## config.mk

```make
export PLATFORM = sky130hd
export DESIGN_NAME = c_subset_lexer_top
export DESIGN_NICKNAME = d
export VERILOG_FILES = /design/src/rtl/csl_pkg.sv /design/src/rtl/csl_front.sv /design/src/rtl/csl_queue.sv /design/src/rtl/csl_back.sv /design/src/rtl/c_subset_lexer_top.sv
export SDC_FILE = /design/constraint.sdc
export NUM_CORES = 2
export LEC_CHECK = 0
export CAP_MARGIN = 20
export CORE_AREA = 2 2 486 295
export CTS_CLUSTER_DIAMETER = 40
export DETAILED_ROUTE_END_ITERATION = 8
export DIE_AREA = 0 0 488 297
export DONT_BUFFER_PORTS = 1
export PLACE_DENSITY = 0.7
export SYNTH_ARGS = -nofsm -noshare
export SYNTH_HDL_FRONTEND = slang
export SYNTH_SLANG_ARGS = --single-unit
```

## constraint.sdc

```tcl
create_clock -name clk -period 44.6 [get_ports clk]
set_input_delay 8.92 -clock clk [delete_from_list [all_inputs] [get_ports clk]]
set_output_delay 8.92 -clock clk [all_outputs]
set_load 0.005 [all_outputs]
```

## src/rtl/csl_pkg.sv

```systemverilog
// Shared types, constants and character helpers for the C subset lexer.
// Depends on nothing; imported by every module of the block.
`default_nettype none
package csl_pkg;

    localparam int POS_BITS   = 16;
    localparam int KW_LIMIT   = 6;
    localparam int KW_IDX_BITS = $clog2(KW_LIMIT);
    localparam int KW_COUNT   = 8;
    localparam int KW_MAX     = 6;
    localparam int MAX_RES    = 3;
    localparam int QDEPTH     = 4;
    localparam int QPTR_BITS  = $clog2(QDEPTH);
    localparam int QCNT_BITS  = $clog2(QDEPTH + 1);

    localparam logic [63:0] ACC_LIMIT = 64'd1844674407370955161;
    localparam logic [63:0] ACC_LAST  = 64'd5;
    localparam logic [15:0] COUNT_MAX = 16'hFFFF;

    typedef enum logic [2:0] {
        M_IDLE   = 3'd0,
        M_NUM    = 3'd1,
        M_IDENT  = 3'd2,
        M_HELD   = 3'd3,
        M_STR    = 3'd4,
        M_ESC    = 3'd5,
        M_IGNORE = 3'd6
    } mode_t;

    typedef enum logic [2:0] {
        K_NUMBER  = 3'd0,
        K_IDENT   = 3'd1,
        K_KEYWORD = 3'd2,
        K_PUNCT   = 3'd3,
        K_STRING  = 3'd4,
        K_SBYTE   = 3'd5,
        K_END     = 3'd6,
        K_ERROR   = 3'd7
    } kind_t;

    typedef logic [KW_LIMIT-1:0][7:0] prefix_t;
    typedef logic [KW_MAX-1:0][7:0]   kw_text_t;

    typedef struct packed {
        kind_t       kind;
        logic [15:0] start;
        logic [15:0] len;
        logic [63:0] value;
    } result_t;

    typedef struct packed {
        logic [1:0]                cnt;
        result_t [MAX_RES-1:0]     res;
    } bundle_t;

    function automatic logic is_digit(logic [7:0] b);
        return b inside {["0":"9"]};
    endfunction

    function automatic logic is_alpha(logic [7:0] b);
        return b inside {["a":"z"], ["A":"Z"], "_"};
    endfunction

    function automatic logic is_space(logic [7:0] b);
        return b inside {" ", [8'd9:8'd13]};
    endfunction

    function automatic logic is_punct(logic [7:0] b);
        return (b inside {[8'd33:8'd126]}) && !is_alpha(b) && !is_digit(b) && (b != "\"");
    endfunction

    function automatic logic [7:0] unescape(logic [7:0] b);
        logic [7:0] r;
        case (b)
            "a":     r = 8'd7;
            "b":     r = 8'd8;
            "t":     r = 8'd9;
            "n":     r = 8'd10;
            "v":     r = 8'd11;
            "f":     r = 8'd12;
            "r":     r = 8'd13;
            "e":     r = 8'd27;
            default: r = b;
        endcase
        return r;
    endfunction

    function automatic kw_text_t kw_text(logic [2:0] i);
        kw_text_t t;
        case (i)
            3'd0:    t = {"n", "r", "u", "t", "e", "r"};
            3'd1:    t = {8'h00, 8'h00, 8'h00, 8'h00, "f", "i"};
            3'd2:    t = {8'h00, 8'h00, "e", "s", "l", "e"};
            3'd3:    t = {8'h00, 8'h00, 8'h00, "r", "o", "f"};
            3'd4:    t = {8'h00, "e", "l", "i", "h", "w"};
            3'd5:    t = {8'h00, 8'h00, 8'h00, "t", "n", "i"};
            3'd6:    t = {"f", "o", "e", "z", "i", "s"};
            default: t = {8'h00, 8'h00, "r", "a", "h", "c"};
        endcase
        return t;
    endfunction

    function automatic logic [15:0] kw_len(logic [2:0] i);
        logic [15:0] l;
        case (i)
            3'd0:    l = 16'd6;
            3'd1:    l = 16'd2;
            3'd2:    l = 16'd4;
            3'd3:    l = 16'd3;
            3'd4:    l = 16'd5;
            3'd5:    l = 16'd3;
            3'd6:    l = 16'd6;
            default: l = 16'd4;
        endcase
        return l;
    endfunction

    // returns {hit, index}
    function automatic logic [3:0] keyword_match(prefix_t pre, logic [15:0] len);
        logic       hit;
        logic [2:0] idx;
        logic       ok;
        kw_text_t   t;
        logic [15:0] kl;
        hit = 1'b0;
        idx = 3'd0;
        for (int i = 0; i < KW_COUNT; i++)
        begin
            t  = kw_text(3'(i));
            kl = kw_len(3'(i));
            ok = (len == kl) && (kl <= 16'(KW_LIMIT));
            for (int j = 0; j < KW_MAX; j++)
            begin
                if ((16'(j) < kl) && (pre[j] != t[j]))
                begin
                    ok = 1'b0;
                end
            end
            if (ok && !hit)
            begin
                hit = 1'b1;
                idx = 3'(i);
            end
        end
        return {hit, idx};
    endfunction

    function automatic bundle_t add_res(bundle_t bd, kind_t k, logic [15:0] s,
                                        logic [15:0] l, logic [63:0] v);
        bundle_t r;
        r = bd;
        r.res[r.cnt].kind  = k;
        r.res[r.cnt].start = s;
        r.res[r.cnt].len   = l;
        r.res[r.cnt].value = v;
        r.cnt = r.cnt + 2'd1;
        return r;
    endfunction

    function automatic bundle_t add_name(bundle_t bd, prefix_t pre, logic [15:0] s,
                                         logic [15:0] l);
        logic [3:0] m;
        m = keyword_match(pre, l);
        if (m[3])
        begin
            return add_res(bd, K_KEYWORD, s, l, {61'd0, m[2:0]});
        end
        return add_res(bd, K_IDENT, s, l, 64'd0);
    endfunction

endpackage
`default_nettype wire

```

## src/rtl/csl_front.sv

```systemverilog
// Front end: takes one text byte a cycle on accept, classifies it, updates
// lexer state and produces a bundle of up to three results. Depends on csl_pkg.
`default_nettype none
module csl_front (
    input  wire logic            clk,
    input  wire logic            rst_n,
    input  wire logic            accept,
    input  wire logic [7:0]      text_byte,
    input  wire logic            end_of_text,
    output logic                 q_push,
    output csl_pkg::bundle_t     q_data
);
    import csl_pkg::*;

    mode_t       mode_reg, mode_next;
    logic [15:0] pos_reg, pos_next;
    logic [15:0] ts_reg, ts_next;
    logic [63:0] acc_reg, acc_next;
    prefix_t     pre_reg, pre_next;
    logic [7:0]  held_reg, held_next;
    logic [15:0] dc_reg, dc_next;
    bundle_t     bd;

    always_ff @(posedge clk or negedge rst_n)
    begin
        if (!rst_n)
        begin
            mode_reg <= M_IDLE;
            pos_reg  <= '0;
            ts_reg   <= '0;
            acc_reg  <= '0;
            pre_reg  <= '0;
            held_reg <= '0;
            dc_reg   <= '0;
        end
        else if (accept)
        begin
            mode_reg <= mode_next;
            pos_reg  <= pos_next;
            ts_reg   <= ts_next;
            acc_reg  <= acc_next;
            pre_reg  <= pre_next;
            held_reg <= held_next;
            dc_reg   <= dc_next;
        end
    end

    always_comb
    begin
        logic        idle_start;
        logic        failed;
        logic [15:0] span;
        logic [7:0]  b;
        logic [63:0] d;
        b          = text_byte;
        mode_next  = mode_reg;
        pos_next   = pos_reg;
        ts_next    = ts_reg;
        acc_next   = acc_reg;
        pre_next   = pre_reg;
        held_next  = held_reg;
        dc_next    = dc_reg;
        bd         = '0;
        idle_start = 1'b0;
        failed     = 1'b0;
        span       = pos_reg - ts_reg;
        d          = {56'd0, b - 8'd48};
        if (b != 8'd0)
        begin
            case (mode_reg)
                M_NUM:
                begin
                    if (is_digit(b))
                    begin
                        if ((acc_reg > ACC_LIMIT) || ((acc_reg == ACC_LIMIT) && (d > ACC_LAST)))
                        begin
                            acc_next = '1;
                        end
                        else
                        begin
                            acc_next = {acc_reg[60:0], 3'b000} + {acc_reg[62:0], 1'b0} + d;
                        end
                    end
                    else
                    begin
                        bd = add_res(bd, K_NUMBER, ts_reg, span, acc_reg);
                        mode_next  = M_IDLE;
                        idle_start = 1'b1;
                    end
                end
                M_IDENT:
                begin
                    if (is_alpha(b) || is_digit(b))
                    begin
                        if (span < 16'(KW_LIMIT))
                        begin
                            pre_next[span[KW_IDX_BITS-1:0]] = b;
                        end
                    end
                    else
                    begin
                        bd = add_name(bd, pre_reg, ts_reg, span);
                        mode_next  = M_IDLE;
                        idle_start = 1'b1;
                    end
                end
                M_HELD:
                begin
                    mode_next = M_IDLE;
                    if (b == "=")
                    begin
                        bd = add_res(bd, K_PUNCT, ts_reg, 16'd2, {48'd0, 8'("="), held_reg});
                    end
                    else
                    begin
                        bd = add_res(bd, K_PUNCT, ts_reg, 16'd1, {56'd0, held_reg});
                        idle_start = 1'b1;
                    end
                end
                M_STR:
                begin
                    if (b == "\"")
                    begin
                        bd = add_res(bd, K_STRING, ts_reg, span + 16'd1, {48'd0, dc_reg});
                        mode_next = M_IDLE;
                    end
                    else if (b == 8'd10)
                    begin
                        bd = add_res(bd, K_ERROR, ts_reg, span, 64'd0);
                        mode_next = M_IGNORE;
                    end
                    else if (b == "\\")
                    begin
                        mode_next = M_ESC;
                    end
                    else
                    begin
                        bd = add_res(bd, K_SBYTE, pos_reg, 16'd1, {56'd0, b});
                        if (dc_reg != COUNT_MAX)
                        begin
                            dc_next = dc_reg + 16'd1;
                        end
                    end
                end
                M_ESC:
                begin
                    bd = add_res(bd, K_SBYTE, pos_reg - 16'd1, 16'd2, {56'd0, unescape(b)});
                    if (dc_reg != COUNT_MAX)
                    begin
                        dc_next = dc_reg + 16'd1;
                    end
                    mode_next = M_STR;
                end
                M_IGNORE:
                begin
                end
                default:
                begin
                    mode_next  = M_IDLE;
                    idle_start = 1'b1;
                end
            endcase
            if (idle_start && !is_space(b))
            begin
                ts_next = pos_reg;
                if (is_digit(b))
                begin
                    mode_next = M_NUM;
                    acc_next  = d;
                end
                else if (b == "\"")
                begin
                    mode_next = M_STR;
                    dc_next   = '0;
                end
                else if (is_alpha(b))
                begin
                    mode_next   = M_IDENT;
                    pre_next    = '0;
                    pre_next[0] = b;
                end
                else if ((b == "=") || (b == "!") || (b == "<") || (b == ">"))
                begin
                    mode_next = M_HELD;
                    held_next = b;
                end
                else if (is_punct(b))
                begin
                    bd = add_res(bd, K_PUNCT, pos_reg, 16'd1, {56'd0, b});
                end
                else
                begin
                    bd = add_res(bd, K_ERROR, pos_reg, 16'd1, 64'd0);
                    mode_next = M_IGNORE;
                end
            end
            pos_next = pos_reg + 16'd1;
        end
        if ((b == 8'd0) || end_of_text)
        begin
            span = pos_next - ts_next;
            case (mode_next)
                M_NUM:    bd = add_res(bd, K_NUMBER, ts_next, span, acc_next);
                M_IDENT:  bd = add_name(bd, pre_next, ts_next, span);
                M_HELD:   bd = add_res(bd, K_PUNCT, ts_next, 16'd1, {56'd0, held_next});
                M_STR, M_ESC:
                begin
                    bd = add_res(bd, K_ERROR, ts_next, span, 64'd0);
                    failed = 1'b1;
                end
                M_IGNORE: failed = 1'b1;
                default:  failed = 1'b0;
            endcase
            if (!failed)
            begin
                bd = add_res(bd, K_END, pos_next, 16'd0, 64'd0);
            end
            mode_next = M_IDLE;
            pos_next  = '0;
            ts_next   = '0;
        end
    end

    assign q_push = accept && (bd.cnt != 2'd0);
    assign q_data = bd;

endmodule
`default_nettype wire

```

## src/rtl/csl_queue.sv

```systemverilog
// Short bundle queue between the front end and the result stage.
// Depends on csl_pkg for the bundle type and depth.
`default_nettype none
module csl_queue (
    input  wire logic             clk,
    input  wire logic             rst_n,
    input  wire logic             push,
    input  wire csl_pkg::bundle_t wdata,
    output logic                  full,
    input  wire logic             pop,
    output csl_pkg::bundle_t      rdata,
    output logic                  empty
);
    import csl_pkg::*;

    bundle_t                mem [QDEPTH];
    logic [QPTR_BITS-1:0]   wr_reg, rd_reg;
    logic [QCNT_BITS-1:0]   cnt_reg;
    logic                   do_push, do_pop;

    assign full    = (cnt_reg == QCNT_BITS'(QDEPTH));
    assign empty   = (cnt_reg == '0);
    assign do_push = push && !full;
    assign do_pop  = pop && !empty;
    assign rdata   = mem[rd_reg];

    always_ff @(posedge clk)
    begin
        if (do_push)
        begin
            mem[wr_reg] <= wdata;
        end
    end

    always_ff @(posedge clk or negedge rst_n)
    begin
        if (!rst_n)
        begin
            wr_reg  <= '0;
            rd_reg  <= '0;
            cnt_reg <= '0;
        end
        else
        begin
            if (do_push)
            begin
                wr_reg <= wr_reg + 1'b1;
            end
            if (do_pop)
            begin
                rd_reg <= rd_reg + 1'b1;
            end
            if (do_push && !do_pop)
            begin
                cnt_reg <= cnt_reg + 1'b1;
            end
            else if (do_pop && !do_push)
            begin
                cnt_reg <= cnt_reg - 1'b1;
            end
        end
    end

endmodule
`default_nettype wire

```

## src/rtl/csl_back.sv

```systemverilog
// Result stage: holds one bundle and hands out its results one item a cycle on pop.
// Depends on csl_pkg for the bundle and result types.
`default_nettype none
module csl_back (
    input  wire logic             clk,
    input  wire logic             rst_n,
    input  wire logic             q_empty,
    input  wire csl_pkg::bundle_t q_data,
    output logic                  q_pop,
    output logic                  empty,
    input  wire logic             pop,
    output logic [2:0]            token_kind,
    output logic [15:0]           start_offset,
    output logic [15:0]           source_length,
    output logic [63:0]           token_value,
    output logic                  last_of_run
);
    import csl_pkg::*;

    bundle_t    cur_reg;
    logic       valid_reg;
    logic [1:0] idx_reg;
    logic       is_last;
    logic       take;
    result_t    cur;

    assign cur           = cur_reg.res[idx_reg];
    assign is_last       = (idx_reg == (cur_reg.cnt - 2'd1));
    assign take          = !valid_reg || (pop && is_last);
    assign q_pop         = take && !q_empty;
    assign empty         = !valid_reg;
    assign token_kind    = cur.kind;
    assign start_offset  = cur.start;
    assign source_length = cur.len;
    assign token_value   = cur.value;
    assign last_of_run   = is_last;

    always_ff @(posedge clk)
    begin
        if (q_pop)
        begin
            cur_reg <= q_data;
        end
    end

    always_ff @(posedge clk or negedge rst_n)
    begin
        if (!rst_n)
        begin
            valid_reg <= 1'b0;
            idx_reg   <= '0;
        end
        else if (take)
        begin
            valid_reg <= !q_empty;
            idx_reg   <= '0;
        end
        else if (pop)
        begin
            idx_reg <= idx_reg + 2'd1;
        end
    end

endmodule
`default_nettype wire

```

## src/rtl/c_subset_lexer_top.sv

```systemverilog
// Top level of the C subset lexer: front end, bundle queue and result stage.
// Depends on csl_pkg, csl_front, csl_queue and csl_back.
`default_nettype none
// The lexer takes one source byte per cycle and produces number, identifier,
// keyword, punctuator, string, string byte, end and error items. Each byte is
// classified and folded into the lexer state in the cycle it is accepted; the
// zero to three results it causes go as one group into a four-deep queue, and
// the output stage hands out one result a cycle on pop. Text in which each
// byte causes at most one result runs at one byte per cycle; bytes that cause
// two or three results fill the queue, and full then holds input until the
// output side has drained them. No clearing pass runs after reset.
module c_subset_lexer_top (
    input  wire logic        clk,
    input  wire logic        rst_n,
    input  wire logic        push,
    output logic             full,
    input  wire logic [7:0]  text_byte,
    input  wire logic        end_of_text,
    output logic             empty,
    input  wire logic        pop,
    output logic [2:0]       token_kind,
    output logic [15:0]      start_offset,
    output logic [15:0]      source_length,
    output logic [63:0]      token_value,
    output logic             last_of_run
);
    import csl_pkg::*;

    logic    accept;
    logic    f_push;
    bundle_t f_data;
    logic    q_full, q_empty, q_pop;
    bundle_t q_data;

    assign full   = q_full;
    assign accept = push && !q_full;

    csl_front u_front (
        .clk         (clk),
        .rst_n       (rst_n),
        .accept      (accept),
        .text_byte   (text_byte),
        .end_of_text (end_of_text),
        .q_push      (f_push),
        .q_data      (f_data)
    );

    csl_queue u_queue (
        .clk   (clk),
        .rst_n (rst_n),
        .push  (f_push),
        .wdata (f_data),
        .full  (q_full),
        .pop   (q_pop),
        .rdata (q_data),
        .empty (q_empty)
    );

    csl_back u_back (
        .clk           (clk),
        .rst_n         (rst_n),
        .q_empty       (q_empty),
        .q_data        (q_data),
        .q_pop         (q_pop),
        .empty         (empty),
        .pop           (pop),
        .token_kind    (token_kind),
        .start_offset  (start_offset),
        .source_length (source_length),
        .token_value   (token_value),
        .last_of_run   (last_of_run)
    );

endmodule
`default_nettype wire
```

==> flow_summary.toml <==
[layout]
seqCellArea_um2 = 49440
layout.nets = 5640
fill_cells = 10560
largest_reg_flops = 1196
drive_above_1_share = 0.1374
multi_input_area_um2 = 25990
final_util = 0.6015
area_growth_pct = 10.01

[route]
ant_nets = 0
drc = 0
dr.pass1.iters = 7
wl_per_cell_um = 30.78
post_drt_via_cell_ratio = 6.695
num_vias = 50190
drtIter0Drc = 7226
drt-total-wl_mm = 230.8

[floorplan]
core-area_um2 = 140700
die_h_um = 297
rows = 107
die_x_um = 488
initial_utilization = 0.5468
ioPinCount = 115
die_area_um2 = 144900

[worst_setup_path]
start_kind = "input port"
cp_data_arrival_time_ns = 17.95
crit_path_top_delay_cell = "nor3_2"
path_max_fanout = 42
crit-reg2reg-launch = "u_front.mode_reg[2]$_DFFE_PN0P_"
r2r-end = "u_queue.mem[3][196]$_DFFE_PP_"
r2r_cells = 27
critPathMaxStageDelay_ns = 0.87
critical_path_class = "input port to register"
endpoint_kind = "register"
r2r_slack_ns = 35.55
path_common_cell = "nand3_1"
worstPathRequired_ns = 45.14

[sta]
final_hold_viol_count = 0
min_period_ns = 17.41
fin_tns_setup_ns = 0
setup_slack_ns = 27.19
maxSlewViolCount = 0
worst_pin_slew_ns = 1.187
period_share = 0.3903
setup_viol = 0
slew_headroom = 0.2001
rsz0062_at_grt = "no"
clock_skew_ns = 0.05587
fmax_mhz = 57.45

[yosys]
yosysTopAreaCell = "edfxtp_1"
yosys_warnings = 0
yosysMostFrequentCell = "edfxtp_1"
synth_top_family_by_area = "multiplexers"
synth_fa_ha_area_frac = 0.03064
synth-xor-area-share = 0.01251
synthCells = 5471
syn_nets = 5667
synthMuxAreaShare = 0.1070
synth_seq_area_share = 0.6423
synth_flop_cell = "edfxtp_1"
synth-edff-count = 1495
avgSynthCellArea_um2 = 14.06
async_reset_ff_frac = 0.1080
synth_compound_area_frac = 0.1016
yosys.area_share.simple = 0.08489
ys_types = 101
synth_top_area_share = 0.5835
ys_ff_latch = 1676
synth_common_cells = "edfxtp_1 (1,495), nand2_1 (452), nor2_1 (420), o21ai_0 (380), mux4_2 (299)"
synth_area_um2 = 76940
synth_area_leaders = "edfxtp_1 (58%), mux4_2 (8.8%), dfrtp_1 (5.9%)"

[global_routing]
gr-total-overflow = 0
antenna_found_initial = 6
grt.total_usage = 0.3180
grt_pass1_vias = 47290
grt_pass1_wl_mm = 336.2
grt_max_degree = 182

[placed_design]
place.gp.congestion = 0.9867
dp_hpwl_mm = 155.2
portBuffers = 0
dp_slack_ns = 26.76

[cts]
cts_sinks = 1676
cts_root_buf = "clkbuf_16"
cts-hold-fix-buffers = 0
cts_made_buffers = 163
post-cts-setup-buffers = 0
insertion_delay_ns = 0.83
tritoncts = "yes"
clkTransAtPathRegs_ns = 0.07
ctsResizeCount = 0
cts_max_path_buffers = 3
cts_htree_levels = 4

[pwr]
powerDensity_nw_per_um2 = 70.28
peakVddDrop_v = 0.00006385
p_leak_uw = 0.02935

[hold_path]
hold_path.class = "register to register"
holdPathStages = 2
hold_path_startpoint = "u_front.pre_reg[38]$_DFFE_PN0P_"
hold_end = "u_front.pre_reg[38]$_DFFE_PN0P_"

[flow_run]
maxCapViolCount = 0

[run_status]
status = "completed"
-- per-stage QoR --
step,hold WS [ns],area [µm²],total power (µW),instances
3_3_place_gp,0.4441,79090,4513,7172
5_1_grt,0.4835,84630,6179,7491
2_1_floorplan,0.4309,76940,3853,5471
6_report,0.4610,84640,5948,7496
3_5_place_dp,0.4486,79120,4545,7176
4_1_cts,0.4618,84550,5919,7480
-- power breakdown --
group / switching [µW] / total [µW] / internal, µW
combinational: 1470 / 2150 / 680
sequential: 144 / 2420 / 2270
clock: 622 / 1380 / 756
total: 2240 / 5950 / 3710
-- final cells by class --
type	count	share of cell area
sequential	1676	0.5841
multi-input combinational	3371	0.3071
clock buffer	197	0.05066
tap	1907	0.02819
clock inverter	107	0.01341
timing repair buffer	120	0.01141
inverter	112	0.004967
antenna	6	0.0001774
-- cells by family after synthesis --
kind of cell,Yosys count
xor gates and xnor gates,109
muxes,446
and+or+nand+nor,1394
DFF,1676
AOI/OAI and AO/OA,1239
adders and majority gates,183
buffers and inverters,424
-- layout by cell type, fill, tap and decap left out, types with 35 or more instances in the layout --
cell type and count:
a21o_1 61, a21oi_1 287, a22o_1 45, a31oi_1 35, and3_1 40, buf_4 109, clkbuf_16 164, dfrtp_1 177
edfxtp_1 1495, ha_1 174, inv_1 110, mux2i_1 122, mux4_2 299, nand2_1 450, nand3_1 97, nand4_1 47
nor2_1 417, nor2b_1 36, nor3_1 84, o21a_1 36, o21ai_0 379, o22ai_1 92, xnor2_1 60, xor2_1 48
-- worst max-delay path, delay by kind of cell --
| family | cells | cell delay [ns] |
|---|---|---|
| AND/OR/NAND/NOR | 13 | 4.71 |
| buffers and inverters | 2 | 0.51 |
| AO/OA/AOI/OAI | 11 | 3.00 |
| adder cells (fa/ha/maj) | 2 | 0.74 |
-- worst max path at each step --
stage	start	to	slack (ns)	cells past startpoint
after detailed placement	text_byte[3]	u_queue.mem[2][204]$_DFFE_PP_	26.76	20
after global placement	text_byte[3]	u_queue.mem[2][262]$_DFFE_PP_	26.76	20
after CTS	text_byte[3]	u_queue.mem[2][204]$_DFFE_PP_	27.57	20
final	text_byte[3]	u_queue.mem[3][196]$_DFFE_PP_	27.19	28
after floorplan	pop	u_queue.cnt_reg[1]$_DFFE_PN0P_	19.10	7
after global routing	text_byte[3]	u_queue.mem[1][196]$_DFFE_PP_	26.63	28
-- layer usage --
metal,share of wire,global-route usage,up-vias
met5,0.0010,0,-
met4,0.017,0.06359,8
met3,0.13,0.1141,294
met2,0.39,0.4048,2928
met1,0.45,0.5182,25650
li1,-,-,21310
(Power assumes the default switching activity.)
